`src/rtl/sha1md_pkg.sv`:
```
// Shared types, constants and round helpers for the SHA-1 digest block.
`timescale 1ns / 1ps
package sha1md_pkg;

  localparam int WORD_W      = 32;
  localparam int BYTE_W      = 8;
  localparam int SCHED_DEPTH = 16;
  localparam int SCHED_AW    = $clog2(SCHED_DEPTH);
  localparam int NUM_VARS    = 5;

  // Byte position where the 64-bit length field starts.
  localparam logic [5:0] LEN_POS    = 6'd56;
  localparam logic [5:0] BLOCK_LAST = 6'd63;
  // Round counter marks.
  localparam logic [6:0] ROUND_SCHED = 7'd16;
  localparam logic [6:0] ROUND_S1    = 7'd20;
  localparam logic [6:0] ROUND_S2    = 7'd40;
  localparam logic [6:0] ROUND_S3    = 7'd60;
  localparam logic [6:0] ROUND_LAST  = 7'd79;

  localparam logic [WORD_W-1:0] K0 = 32'h5A827999;
  localparam logic [WORD_W-1:0] K1 = 32'h6ED9EBA1;
  localparam logic [WORD_W-1:0] K2 = 32'h8F1BBCDC;
  localparam logic [WORD_W-1:0] K3 = 32'hCA62C1D6;

  localparam logic [WORD_W-1:0] IV_WORDS [NUM_VARS] = '{
    32'h67452301, 32'hEFCDAB89, 32'h98BADCFE, 32'h10325476, 32'hC3D2E1F0
  };

  typedef enum logic [1:0] {
    STAGE_CH  = 2'd0,
    STAGE_P1  = 2'd1,
    STAGE_MAJ = 2'd2,
    STAGE_P2  = 2'd3
  } round_stage_t;

  typedef struct packed {
    logic [BYTE_W-1:0] data_byte;
    logic              has_byte;
    logic              end_of_message;
  } msg_item_t;

  typedef struct packed {
    logic [WORD_W-1:0] digest_word;
    logic              last_word;
  } digest_item_t;

  // Control from the sequencer to the round core.
  typedef struct packed {
    logic         load;
    logic         step;
    round_stage_t stage;
  } round_ctrl_t;

  function automatic logic [WORD_W-1:0] round_k(round_stage_t stage);
    logic [WORD_W-1:0] k;
    case (stage)
      STAGE_CH:  k = K0;
      STAGE_P1:  k = K1;
      STAGE_MAJ: k = K2;
      STAGE_P2:  k = K3;
      default:   k = K0;
    endcase
    return k;
  endfunction

endpackage

```
`src/rtl/sha1md_sched_mem.sv`:
```
// Message schedule memory: 16 words, one write port, two registered read ports.
`timescale 1ns / 1ps
module sha1md_sched_mem (
  input  logic                                 clk,
  input  logic                                 we,
  input  logic [sha1md_pkg::SCHED_AW-1:0]      waddr,
  input  logic [sha1md_pkg::WORD_W-1:0]        wdata,
  input  logic [sha1md_pkg::SCHED_AW-1:0]      raddr0,
  input  logic [sha1md_pkg::SCHED_AW-1:0]      raddr1,
  output logic [sha1md_pkg::WORD_W-1:0]        rdata0,
  output logic [sha1md_pkg::WORD_W-1:0]        rdata1
);
  import sha1md_pkg::*;

  logic [WORD_W-1:0] mem [SCHED_DEPTH];

  // Write one word.
  always_ff @(posedge clk) begin
    if (we) begin
      mem[waddr] <= wdata;
    end
  end

  // Read two words through registered outputs.
  always_ff @(posedge clk) begin
    rdata0 <= mem[raddr0];
    rdata1 <= mem[raddr1];
  end

endmodule

```
`src/rtl/sha1md_round.sv`:
```
// SHA-1 round core: working variables a..e and one round per step.
`timescale 1ns / 1ps
module sha1md_round (
  input  logic                                        clk,
  input  sha1md_pkg::round_ctrl_t                     ctrl,
  input  logic [sha1md_pkg::WORD_W-1:0]               w,
  input  logic [sha1md_pkg::NUM_VARS-1:0][sha1md_pkg::WORD_W-1:0] init,
  output logic [sha1md_pkg::NUM_VARS-1:0][sha1md_pkg::WORD_W-1:0] vars
);
  import sha1md_pkg::*;

  logic [WORD_W-1:0] a, b, c, d, e;
  logic [WORD_W-1:0] f;
  logic [WORD_W-1:0] tmp;

  assign a = vars[0];
  assign b = vars[1];
  assign c = vars[2];
  assign d = vars[3];
  assign e = vars[4];

  // Pick the round function for this stage.
  always_comb begin
    case (ctrl.stage)
      STAGE_CH:  f = (b & c) | (~b & d);
      STAGE_MAJ: f = (b & c) | (b & d) | (c & d);
      default:   f = b ^ c ^ d;
    endcase
  end

  assign tmp = {a[26:0], a[31:27]} + f + e + w + round_k(ctrl.stage);

  // Load from the chaining value or advance one round.
  always_ff @(posedge clk) begin
    if (ctrl.load) begin
      vars <= init;
    end else if (ctrl.step) begin
      vars[0] <= tmp;
      vars[1] <= a;
      vars[2] <= {b[1:0], b[31:2]};
      vars[3] <= c;
      vars[4] <= d;
    end
  end

endmodule

```
`src/rtl/sha1_message_digest.sv`:
```
// SHA-1 digest top level: byte loader, padding, round sequencer, digest output.
//
//   channel  | dir | payload        | handshake
//   ---------+-----+----------------+---------------------------
//   msg      | in  | msg_item_t     | msg_valid / msg_ready
//   digest   | out | digest_item_t  | digest_valid / digest_ready
//
// Message bytes are taken only while a block is loading. Each full 64-byte
// block is then compressed: a schedule read setup, the SHA-1 rounds, and a
// chaining add. Padding places one byte a cycle between compressions and
// pauses once, placing no byte, at the length field. Reset is synchronous and
// restores the initial vector. The five digest words wait in an output
// buffer; a new message loads while they drain, and the next digest waits
// for the buffer to empty.
`timescale 1ns / 1ps
module sha1_message_digest (
  input  logic                     clk,
  input  logic                     rst,
  input  sha1md_pkg::msg_item_t    msg,
  input  logic                     msg_valid,
  output logic                     msg_ready,
  output sha1md_pkg::digest_item_t digest,
  output logic                     digest_valid,
  input  logic                     digest_ready
);
  import sha1md_pkg::*;

  typedef enum logic [2:0] {
    S_FILL,
    S_PREP,
    S_ROUND,
    S_ADD,
    S_DONE
  } state_t;

  typedef enum logic [1:0] {
    F_MSG,
    F_MARK,
    F_ZERO,
    F_LEN
  } fill_t;

  state_t                              state;
  fill_t                               fill;
  logic [5:0]                          pos;
  logic [23:0]                         acc;
  logic [63:0]                         bit_len;
  logic [6:0]                          rnd;
  logic [NUM_VARS-1:0][WORD_W-1:0]     chain;
  logic [NUM_VARS-1:0][WORD_W-1:0]     vars;
  logic [NUM_VARS-1:0][WORD_W-1:0]     out_buf;
  logic [2:0]                          out_cnt;

  logic                                put_en;
  logic [BYTE_W-1:0]                   put_byte;
  logic [BYTE_W-1:0]                   len_byte;
  logic                                msg_take;
  logic                                mem_we;
  logic [SCHED_AW-1:0]                 mem_waddr;
  logic [WORD_W-1:0]                   mem_wdata;
  logic [6:0]                          rd_round;
  logic [SCHED_AW-1:0]                 rd_base;
  logic [WORD_W-1:0]                   w_m3, w_m8, w_m14, w_cur;
  logic [WORD_W-1:0]                   w_mix;
  logic [WORD_W-1:0]                   w_round;
  round_ctrl_t                         rctrl;

  // Accept message items only while loading message bytes.
  assign msg_ready = (state == S_FILL) && (fill == F_MSG);
  assign msg_take  = msg_valid && msg_ready;

  // Length byte for the current tail position, big-endian.
  assign len_byte = 8'(bit_len >> {3'd7 - pos[2:0], 3'b000});

  // Select the byte placed this cycle.
  always_comb begin
    put_en   = 1'b0;
    put_byte = msg.data_byte;
    if (state == S_FILL) begin
      case (fill)
        F_MSG: begin
          put_en = msg_take && msg.has_byte;
        end
        F_MARK: begin
          put_en   = 1'b1;
          put_byte = 8'h80;
        end
        F_ZERO: begin
          put_en   = (pos != LEN_POS);
          put_byte = '0;
        end
        F_LEN: begin
          put_en   = 1'b1;
          put_byte = len_byte;
        end
        default: begin
          put_en = 1'b0;
        end
      endcase
    end
  end

  // Issue schedule reads one round ahead of the round core.
  assign rd_round = (state == S_PREP) ? '0 : rnd + 7'd1;
  assign rd_base  = rd_round[SCHED_AW-1:0];

  assign w_mix   = w_m3 ^ w_m8 ^ w_m14 ^ w_cur;
  assign w_round = (rnd < ROUND_SCHED) ? w_cur : {w_mix[30:0], w_mix[31]};

  // Write packed words while loading, schedule words while running rounds.
  always_comb begin
    if (state == S_ROUND) begin
      mem_we    = (rnd >= ROUND_SCHED);
      mem_waddr = rnd[SCHED_AW-1:0];
      mem_wdata = w_round;
    end else begin
      mem_we    = put_en && (pos[1:0] == 2'd3);
      mem_waddr = pos[5:2];
      mem_wdata = {acc, put_byte};
    end
  end

  sha1md_sched_mem u_mem_a (
    .clk    (clk),
    .we     (mem_we),
    .waddr  (mem_waddr),
    .wdata  (mem_wdata),
    .raddr0 (rd_base - SCHED_AW'(3)),
    .raddr1 (rd_base - SCHED_AW'(8)),
    .rdata0 (w_m3),
    .rdata1 (w_m8)
  );

  sha1md_sched_mem u_mem_b (
    .clk    (clk),
    .we     (mem_we),
    .waddr  (mem_waddr),
    .wdata  (mem_wdata),
    .raddr0 (rd_base - SCHED_AW'(14)),
    .raddr1 (rd_base),
    .rdata0 (w_m14),
    .rdata1 (w_cur)
  );

  // Drive the round core.
  always_comb begin
    rctrl.load = (state == S_PREP);
    rctrl.step = (state == S_ROUND);
    if (rnd < ROUND_S1) begin
      rctrl.stage = STAGE_CH;
    end else if (rnd < ROUND_S2) begin
      rctrl.stage = STAGE_P1;
    end else if (rnd < ROUND_S3) begin
      rctrl.stage = STAGE_MAJ;
    end else begin
      rctrl.stage = STAGE_P2;
    end
  end

  sha1md_round u_round (
    .clk  (clk),
    .ctrl (rctrl),
    .w    (w_round),
    .init (chain),
    .vars (vars)
  );

  assign digest_valid       = (out_cnt != '0);
  assign digest.digest_word = out_buf[0];
  assign digest.last_word   = (out_cnt == 3'd1);

  // Sequencer, chaining value and digest buffer.
  always_ff @(posedge clk) begin
    if (rst) begin
      state   <= S_FILL;
      fill    <= F_MSG;
      pos     <= '0;
      bit_len <= '0;
      rnd     <= '0;
      out_cnt <= '0;
      for (int i = 0; i < NUM_VARS; i++) begin
        chain[i] <= IV_WORDS[i];
      end
    end else begin
      // Drain the digest buffer.
      if (digest_valid && digest_ready) begin
        out_buf <= {WORD_W'(0), out_buf[NUM_VARS-1:1]};
        out_cnt <= out_cnt - 3'd1;
      end

      case (state)
        S_FILL: begin
          if (put_en) begin
            acc <= {acc[15:0], put_byte};
            pos <= pos + 6'd1;
            if (pos == BLOCK_LAST) begin
              state <= S_PREP;
            end
          end
          case (fill)
            F_MSG: begin
              if (msg_take) begin
                if (msg.has_byte) begin
                  bit_len <= bit_len + 64'd8;
                end
                if (msg.end_of_message) begin
                  fill <= F_MARK;
                end
              end
            end
            F_MARK: begin
              fill <= F_ZERO;
            end
            F_ZERO: begin
              if (pos == LEN_POS) begin
                fill <= F_LEN;
              end
            end
            default: begin
              fill <= fill;
            end
          endcase
        end
        S_PREP: begin
          rnd   <= '0;
          state <= S_ROUND;
        end
        S_ROUND: begin
          rnd <= rnd + 7'd1;
          if (rnd == ROUND_LAST) begin
            state <= S_ADD;
          end
        end
        S_ADD: begin
          for (int i = 0; i < NUM_VARS; i++) begin
            chain[i] <= chain[i] + vars[i];
          end
          state <= (fill == F_LEN) ? S_DONE : S_FILL;
        end
        S_DONE: begin
          // Hand the digest over once the buffer is empty, then restart.
          if (out_cnt == '0) begin
            out_buf <= chain;
            out_cnt <= 3'(NUM_VARS);
            for (int i = 0; i < NUM_VARS; i++) begin
              chain[i] <= IV_WORDS[i];
            end
            bit_len <= '0;
            fill    <= F_MSG;
            state   <= S_FILL;
          end
        end
        default: begin
          state <= S_FILL;
        end
      endcase
    end
  end

  // A block always starts compression at a block boundary.
  a_prep_aligned: assert property (@(posedge clk) disable iff (rst)
    state == S_PREP |-> pos == '0)
    else $error("compression started off a block boundary");

  // The last round is followed by the chaining add.
  a_round_end: assert property (@(posedge clk) disable iff (rst)
    (state == S_ROUND && rnd == ROUND_LAST) |=> state == S_ADD)
    else $error("round sequence did not end in the chaining add");

  // The digest buffer never holds more than five words.
  a_out_bound: assert property (@(posedge clk) disable iff (rst)
    out_cnt <= 3'(NUM_VARS))
    else $error("digest buffer overfilled");

  // A digest is loaded only into an empty buffer.
  a_out_load: assert property (@(posedge clk) disable iff (rst)
    (state == S_DONE && out_cnt == '0) |=> out_cnt == 3'(NUM_VARS))
    else $error("digest load lost words");

endmodule

```
`config.mk`:
```
export PLATFORM = sky130hd
export DESIGN_NAME = sha1_message_digest
export DESIGN_NICKNAME = d
export VERILOG_FILES = /design/src/rtl/sha1md_pkg.sv /design/src/rtl/sha1md_sched_mem.sv /design/src/rtl/sha1md_round.sv /design/src/rtl/sha1_message_digest.sv
export SDC_FILE = /design/constraint.sdc
export NUM_CORES = 2
export LEC_CHECK = 0
export BUFFER_PORTS_ARGS = -buffer_cell sky130_fd_sc_hd__buf_4
export CAP_MARGIN = 10
export CELL_PAD_IN_SITES_DETAIL_PLACEMENT = 0
export CELL_PAD_IN_SITES_GLOBAL_PLACEMENT = 1
export CORE_MARGIN = 1.5
export CORE_UTILIZATION = 51
export DETAILED_ROUTE_END_ITERATION = 6
export HOLD_SLACK_MARGIN = 0.03
export PLACE_DENSITY_LB_ADDON = 0.1
export SYNTH_ARGS = -nofsm -noshare
export SYNTH_HDL_FRONTEND = slang
export SYNTH_SLANG_ARGS = --single-unit
```
`constraint.sdc`:
```
create_clock -name clk -period 7.2 [get_ports clk]
set_input_delay 1.08 -clock clk [delete_from_list [all_inputs] [get_ports clk]]
set_output_delay 1.08 -clock clk [all_outputs]
set_load 0.05 [all_outputs]
```
==> impl_metrics.prom <==
# TYPE chip_impl_metric gauge
chip_impl_metric{name="p_int",unit="W"} 0.0129
chip_impl_info{name="main_combinational_cell_family_by_area_after_synthesis",value="simple AND/OR/NAND/NOR gates"} 1
chip_impl_metric{name="routedWlPerCell",unit="µm"} 24.5
chip_impl_metric{name="route.vias.total",unit=""} 54600
chip_impl_metric{name="detail_route.drc_violations",unit=""} 0
chip_impl_metric{name="setup-violations-final",unit=""} 0
chip_impl_metric{name="combinationalPowerShare",unit="%"} 9.8
chip_impl_info{name="cts-root-buf",value="sky130_fd_sc_hd__clkbuf_16"} 1
chip_impl_metric{name="final.setup.tns",unit="ns"} 0
chip_impl_metric{name="total_nets_final",unit=""} 7368
chip_impl_metric{name="initialDrtViolationCount",unit=""} 5373
chip_impl_metric{name="synth_cell_type_count",unit=""} 87
chip_impl_metric{name="cap_violations",unit=""} 0
chip_impl_metric{name="fp.dieArea",unit="µm²"} 140000
chip_impl_metric{name="start_util",unit="%"} 51.3
chip_impl_metric{name="slew-limit-headroom",unit="%"} 10.0
chip_impl_metric{name="insertion_delay_to_the_later_sink_of_the_worst_skew_pair",unit="ns"} 0.77
chip_impl_metric{name="cts_setup_buffers",unit=""} 0
chip_impl_metric{name="synth-simple-area-share",unit="%"} 18.9
chip_impl_metric{name="synth_xor_area_share",unit="%"} 3.97
chip_impl_metric{name="required",unit="ns"} 7.67
chip_impl_info{name="cpMostUsedCell",value="sky130_fd_sc_hd__a21oi_1"} 1
chip_impl_metric{name="p_sw_share",unit="%"} 25.3
chip_impl_metric{name="place_inst",unit=""} 8665
chip_impl_metric{name="clock_sink_count",unit=""} 1226
chip_impl_metric{name="maxClockFrequency",unit="GHz"} 0.154
chip_impl_metric{name="antenna_violating_nets_post_route",unit=""} 0
chip_impl_metric{name="final_cells",unit=""} 8929
chip_impl_metric{name="synth-compound-area-share",unit="%"} 11.5
chip_impl_metric{name="flow.area_growth_from_synthesis",unit="%"} 9.24
chip_impl_metric{name="synth_cells",unit=""} 7199
chip_impl_metric{name="grt_max_degree",unit=""} 189
chip_impl_metric{name="dieHeight",unit="µm"} 374
chip_impl_metric{name="critical_path_peak_fanout",unit=""} 31
chip_impl_metric{name="synthesis.area",unit="µm²"} 70300
chip_impl_metric{name="period_minus_slack",unit="ns"} 6.48
chip_impl_info{name="cts_tree",value="yes"} 1
chip_impl_metric{name="ratio_of_final_minimum_period_to_clock_period",unit="%"} 90.0
chip_impl_metric{name="grt_util_all_layers",unit="%"} 31.1
chip_impl_metric{name="ys_async_sr_fraction",unit="%"} 0
chip_impl_metric{name="total_switching_power",unit="W"} 0.00436
chip_impl_metric{name="clkTransAtPathRegs",unit="ns"} 0.06
chip_impl_metric{name="cpPeakStageDelay",unit="ns"} 0.46
chip_impl_metric{name="gpl.final_weighted_congestion",unit=""} 0.920
chip_impl_metric{name="clkPwrFrac",unit="%"} 42.3
chip_impl_metric{name="via_count_of_the_first_global_routing_pass",unit=""} 51900
chip_impl_info{name="endpoint_kind",value="flop"} 1
chip_impl_info{name="synth_top_flop_cell",value="sky130_fd_sc_hd__edfxtp_1"} 1
chip_impl_info{name="crit_type",value="reg2reg"} 1
chip_impl_metric{name="yosysWarnings",unit=""} 0
chip_impl_metric{name="globalRouteOverflowTotal",unit=""} 0
chip_impl_metric{name="initial_antenna_violation_count",unit=""} 0
chip_impl_metric{name="post_synth.cell_area_avg",unit="µm²"} 9.76
chip_impl_info{name="cpMaxStageDelayCell",value="sky130_fd_sc_hd__fa_1"} 1
chip_impl_metric{name="place_hpwl",unit="µm"} 143000
chip_impl_metric{name="worst_clock_skew_on_the_final_layout",unit="ns"} 0.0278
chip_impl_metric{name="buffer_ports.inserted",unit=""} 48
chip_impl_metric{name="layout.core_utilization",unit="%"} 56.0
chip_impl_metric{name="std_cell_rows",unit=""} 136
chip_impl_info{name="worstSetupStartpointType",value="flop"} 1
chip_impl_metric{name="tightest_slew",unit="ns"} 1.34
chip_impl_info{name="worstHoldPathType",value="reg2reg"} 1
chip_impl_metric{name="synth-adder-area-share",unit="%"} 7.33
chip_impl_metric{name="drv_slew",unit=""} 0
chip_impl_metric{name="static_leak",unit="nW"} 29.4
chip_impl_metric{name="drt-pass1-iter-count",unit=""} 6
chip_impl_info{name="grt_setup_unrepaired",value="no"} 1
chip_impl_metric{name="worst-endpoint-arrival",unit="ns"} 6.95
chip_impl_metric{name="power_density",unit="nW/µm²"} 224
chip_impl_metric{name="irDropWorstVdd",unit="mV"} 0.189
chip_impl_metric{name="stdcell_area",unit="µm²"} 76800
chip_impl_metric{name="cts-root-to-sink-buffers",unit=""} 3
chip_impl_metric{name="p_seq_share",unit="%"} 48.0
chip_impl_metric{name="number_of_levels_in_the_clock_h_tree",unit=""} 4
chip_impl_metric{name="post_drt_via_cell_ratio",unit=""} 6.12
chip_impl_metric{name="postPlaceCellArea",unit="µm²"} 72100
chip_impl_metric{name="synth-edff-count",unit=""} 856
chip_impl_metric{name="cts_buffers",unit=""} 142
chip_impl_metric{name="coreArea",unit="µm²"} 137000
chip_impl_metric{name="post_synth_mux_area_share",unit="%"} 7.58
chip_impl_metric{name="die_w",unit="µm"} 374
chip_impl_metric{name="wire_length_reported_by_the_detailed_router",unit="µm"} 219000
chip_impl_metric{name="synth-seq-area-share",unit="%"} 47.1
chip_impl_metric{name="cts_hold_buffers",unit=""} 0
chip_impl_info{name="outcome",value="finished, final reports clean"} 1
chip_impl_metric{name="grt_pass1_wl",unit="µm"} 331000
chip_impl_metric{name="syn-num-nets",unit=""} 7550
chip_impl_metric{name="cts-resized-gates",unit=""} 0
chip_impl_metric{name="final_layout_size_suffix_gt1_share",unit="%"} 10.2
chip_impl_metric{name="final_hold_viol_count",unit=""} 0
chip_impl_metric{name="ys_ff_latch",unit=""} 1226
chip_impl_metric{name="design.portCount",unit=""} 49
[power groups by stage]
stage,clock network (W),logic [W],registers [W]
global placement,0,0.00166,0.00840
detailed placement,0,0.00169,0.00841
finish,0.00728,0.00168,0.00826
floorplan,0,0.00127,0.00832
global route,0.00764,0.00186,0.00829
CTS,0.00738,0.00170,0.00826
[kinds of logic (layout without fill, tap and decap cells)]
family	count (synthesis)	after routing
mux	301	301
fa+ha+maj	337	337
other cells	0	1
buf+inv	621	556
compound gates	1252	1252
xor+xnor	318	318
simple gates	3144	3144
flops	1226	1226
[synth_stat cells, drive strengths merged, types with 12 or more instances]
cell type,number,area share (%)
ha,212,3.8
and4,13,0.16
and3,88,0.78
nand2,2048,11
a21o,97,1.0
o211ai,18,0.19
or3,20,0.18
nor3,53,0.44
edfxtp,856,37
and2,12,0.11
fa,125,3.6
o22ai,25,0.22
dfxtp,370,11
o21a,31,0.33
o21bai,24,0.26
xor2,106,1.3
mux2,119,1.9
a22oi,170,1.8
a311oi,99,1.2
a221o,19,0.27
mux4,173,5.5
nor2b,27,0.24
a211oi,14,0.15
a31oi,61,0.55
o31ai,12,0.15
a21oi,314,2.2
clkbuf,350,1.9
inv,144,0.77
nand4,26,0.25
nand2b,30,0.29
buf,127,0.99
nor2,269,1.4
o21ai,309,2.2
nand3,530,3.8
xnor2,212,2.6
[final timing paths]
| kind | depth (start not counted) | slack [ns] | start | endpoint |
|---|---|---|---|---|
| max | 25 | 0.72 | rnd[3]$_SDFFE_PP0P_ | u_round.a[25]$_DFFE_PP_ |
| min | 0 | 0.44 | acc[7]$_DFFE_PP_ | acc[15]$_DFFE_PP_ |
| max reg2reg | 25 | 0.72 | rnd[3]$_SDFFE_PP0P_ | u_round.a[25]$_DFFE_PP_ |
| min reg2reg | 0 | 0.44 | acc[7]$_DFFE_PP_ | acc[15]$_DFFE_PP_ |
[state kept, by name, summed over array words and instances, names as in the netlist, 61 cells and up]
| signal | cells |
|---|---|
| u_mem_b.mem | 512 |
| out_buf | 128 |
| chain | 160 |
| bit_len | 61 |
[through the flow]
| stage | hold WS (ns) | setup slack (ns) | total power [W] |
|---|---|---|---|
| global route | 0.460 | 0.150 | 0.0178 |
| finish | 0.439 | 0.721 | 0.0172 |
| detailed placement | 0.436 | 0.738 | 0.0101 |
| CTS | 0.435 | 0.715 | 0.0173 |
| floorplan | 0.422 | 0.762 | 0.00959 |
| global placement | 0.436 | 0.723 | 0.0101 |
[cells in the final DEF (no fill, tap or decap), types with 12 or more instances in the layout]
master / synthesis / final
sky130_fd_sc_hd__a221o_1: 19 / 18
sky130_fd_sc_hd__and4_1: 13 / 13
sky130_fd_sc_hd__and3_1: 88 / 88
sky130_fd_sc_hd__nor2b_1: 27 / 27
sky130_fd_sc_hd__nor2_4: 1 / 23
sky130_fd_sc_hd__o22ai_1: 25 / 25
sky130_fd_sc_hd__a22oi_1: 170 / 170
sky130_fd_sc_hd__dfxtp_1: 370 / 370
sky130_fd_sc_hd__o21a_1: 31 / 31
sky130_fd_sc_hd__nor2_1: 268 / 245
sky130_fd_sc_hd__clkbuf_8: 0 / 25
sky130_fd_sc_hd__xnor2_1: 212 / 210
sky130_fd_sc_hd__o211ai_1: 18 / 18
sky130_fd_sc_hd__o21bai_1: 24 / 24
sky130_fd_sc_hd__o21ai_0: 289 / 287
sky130_fd_sc_hd__clkbuf_16: 0 / 154
sky130_fd_sc_hd__a21oi_1: 312 / 312
sky130_fd_sc_hd__nand3_1: 530 / 530
sky130_fd_sc_hd__o21ai_1: 19 / 21
sky130_fd_sc_hd__fa_1: 125 / 125
sky130_fd_sc_hd__clkbuf_1: 350 / 41
sky130_fd_sc_hd__nand2b_1: 28 / 27
sky130_fd_sc_hd__a21o_1: 97 / 97
sky130_fd_sc_hd__a211oi_1: 14 / 14
sky130_fd_sc_hd__ha_1: 212 / 210
sky130_fd_sc_hd__inv_1: 141 / 140
sky130_fd_sc_hd__or3_1: 20 / 20
sky130_fd_sc_hd__a311oi_1: 99 / 99
sky130_fd_sc_hd__mux2_2: 119 / 119
sky130_fd_sc_hd__mux4_2: 173 / 173
sky130_fd_sc_hd__a31oi_1: 60 / 60
sky130_fd_sc_hd__nand4_1: 25 / 25
sky130_fd_sc_hd__xor2_1: 105 / 105
sky130_fd_sc_hd__nor3_1: 49 / 48
sky130_fd_sc_hd__clkinv_2: 0 / 21
sky130_fd_sc_hd__nand2_1: 2045 / 2042
sky130_fd_sc_hd__buf_4: 37 / 138
sky130_fd_sc_hd__edfxtp_1: 856 / 856
sky130_fd_sc_hd__buf_12: 0 / 12
[cell type report]
type	instances	area [µm²]
inverters	144	568
repair buffers	151	1280
multi-input cells	5352	34900
clock buffers	220	4350
well taps	1794	2240
fillers	12000	60400
diodes	1	2.50
flip-flops and latches	1226	33100
clock inverters	41	335
[worst max-delay path, delay by kind of cell (launching register included)]
family / cells / cell delay (ns)
xor+xnor: 1 / 0.20
flops: 1 / 0.40
compound gates: 11 / 2.42
buf+inv: 5 / 0.66
fa+ha+maj: 5 / 1.92
simple gates: 3 / 0.57
[routing by layer]
layer / vias to the layer above / GRT usage [%] / wire (µm)
met5: - / 0 / 0
met4: 0 / 12.0 / 8750
met3: 402 / 3.97 / 13400
met2: 2024 / 51.6 / 105000
met1: 26900 / 41.5 / 91400
li1: 25300 / - / -
No activity file was read; power rests on OpenSTA's default activity.
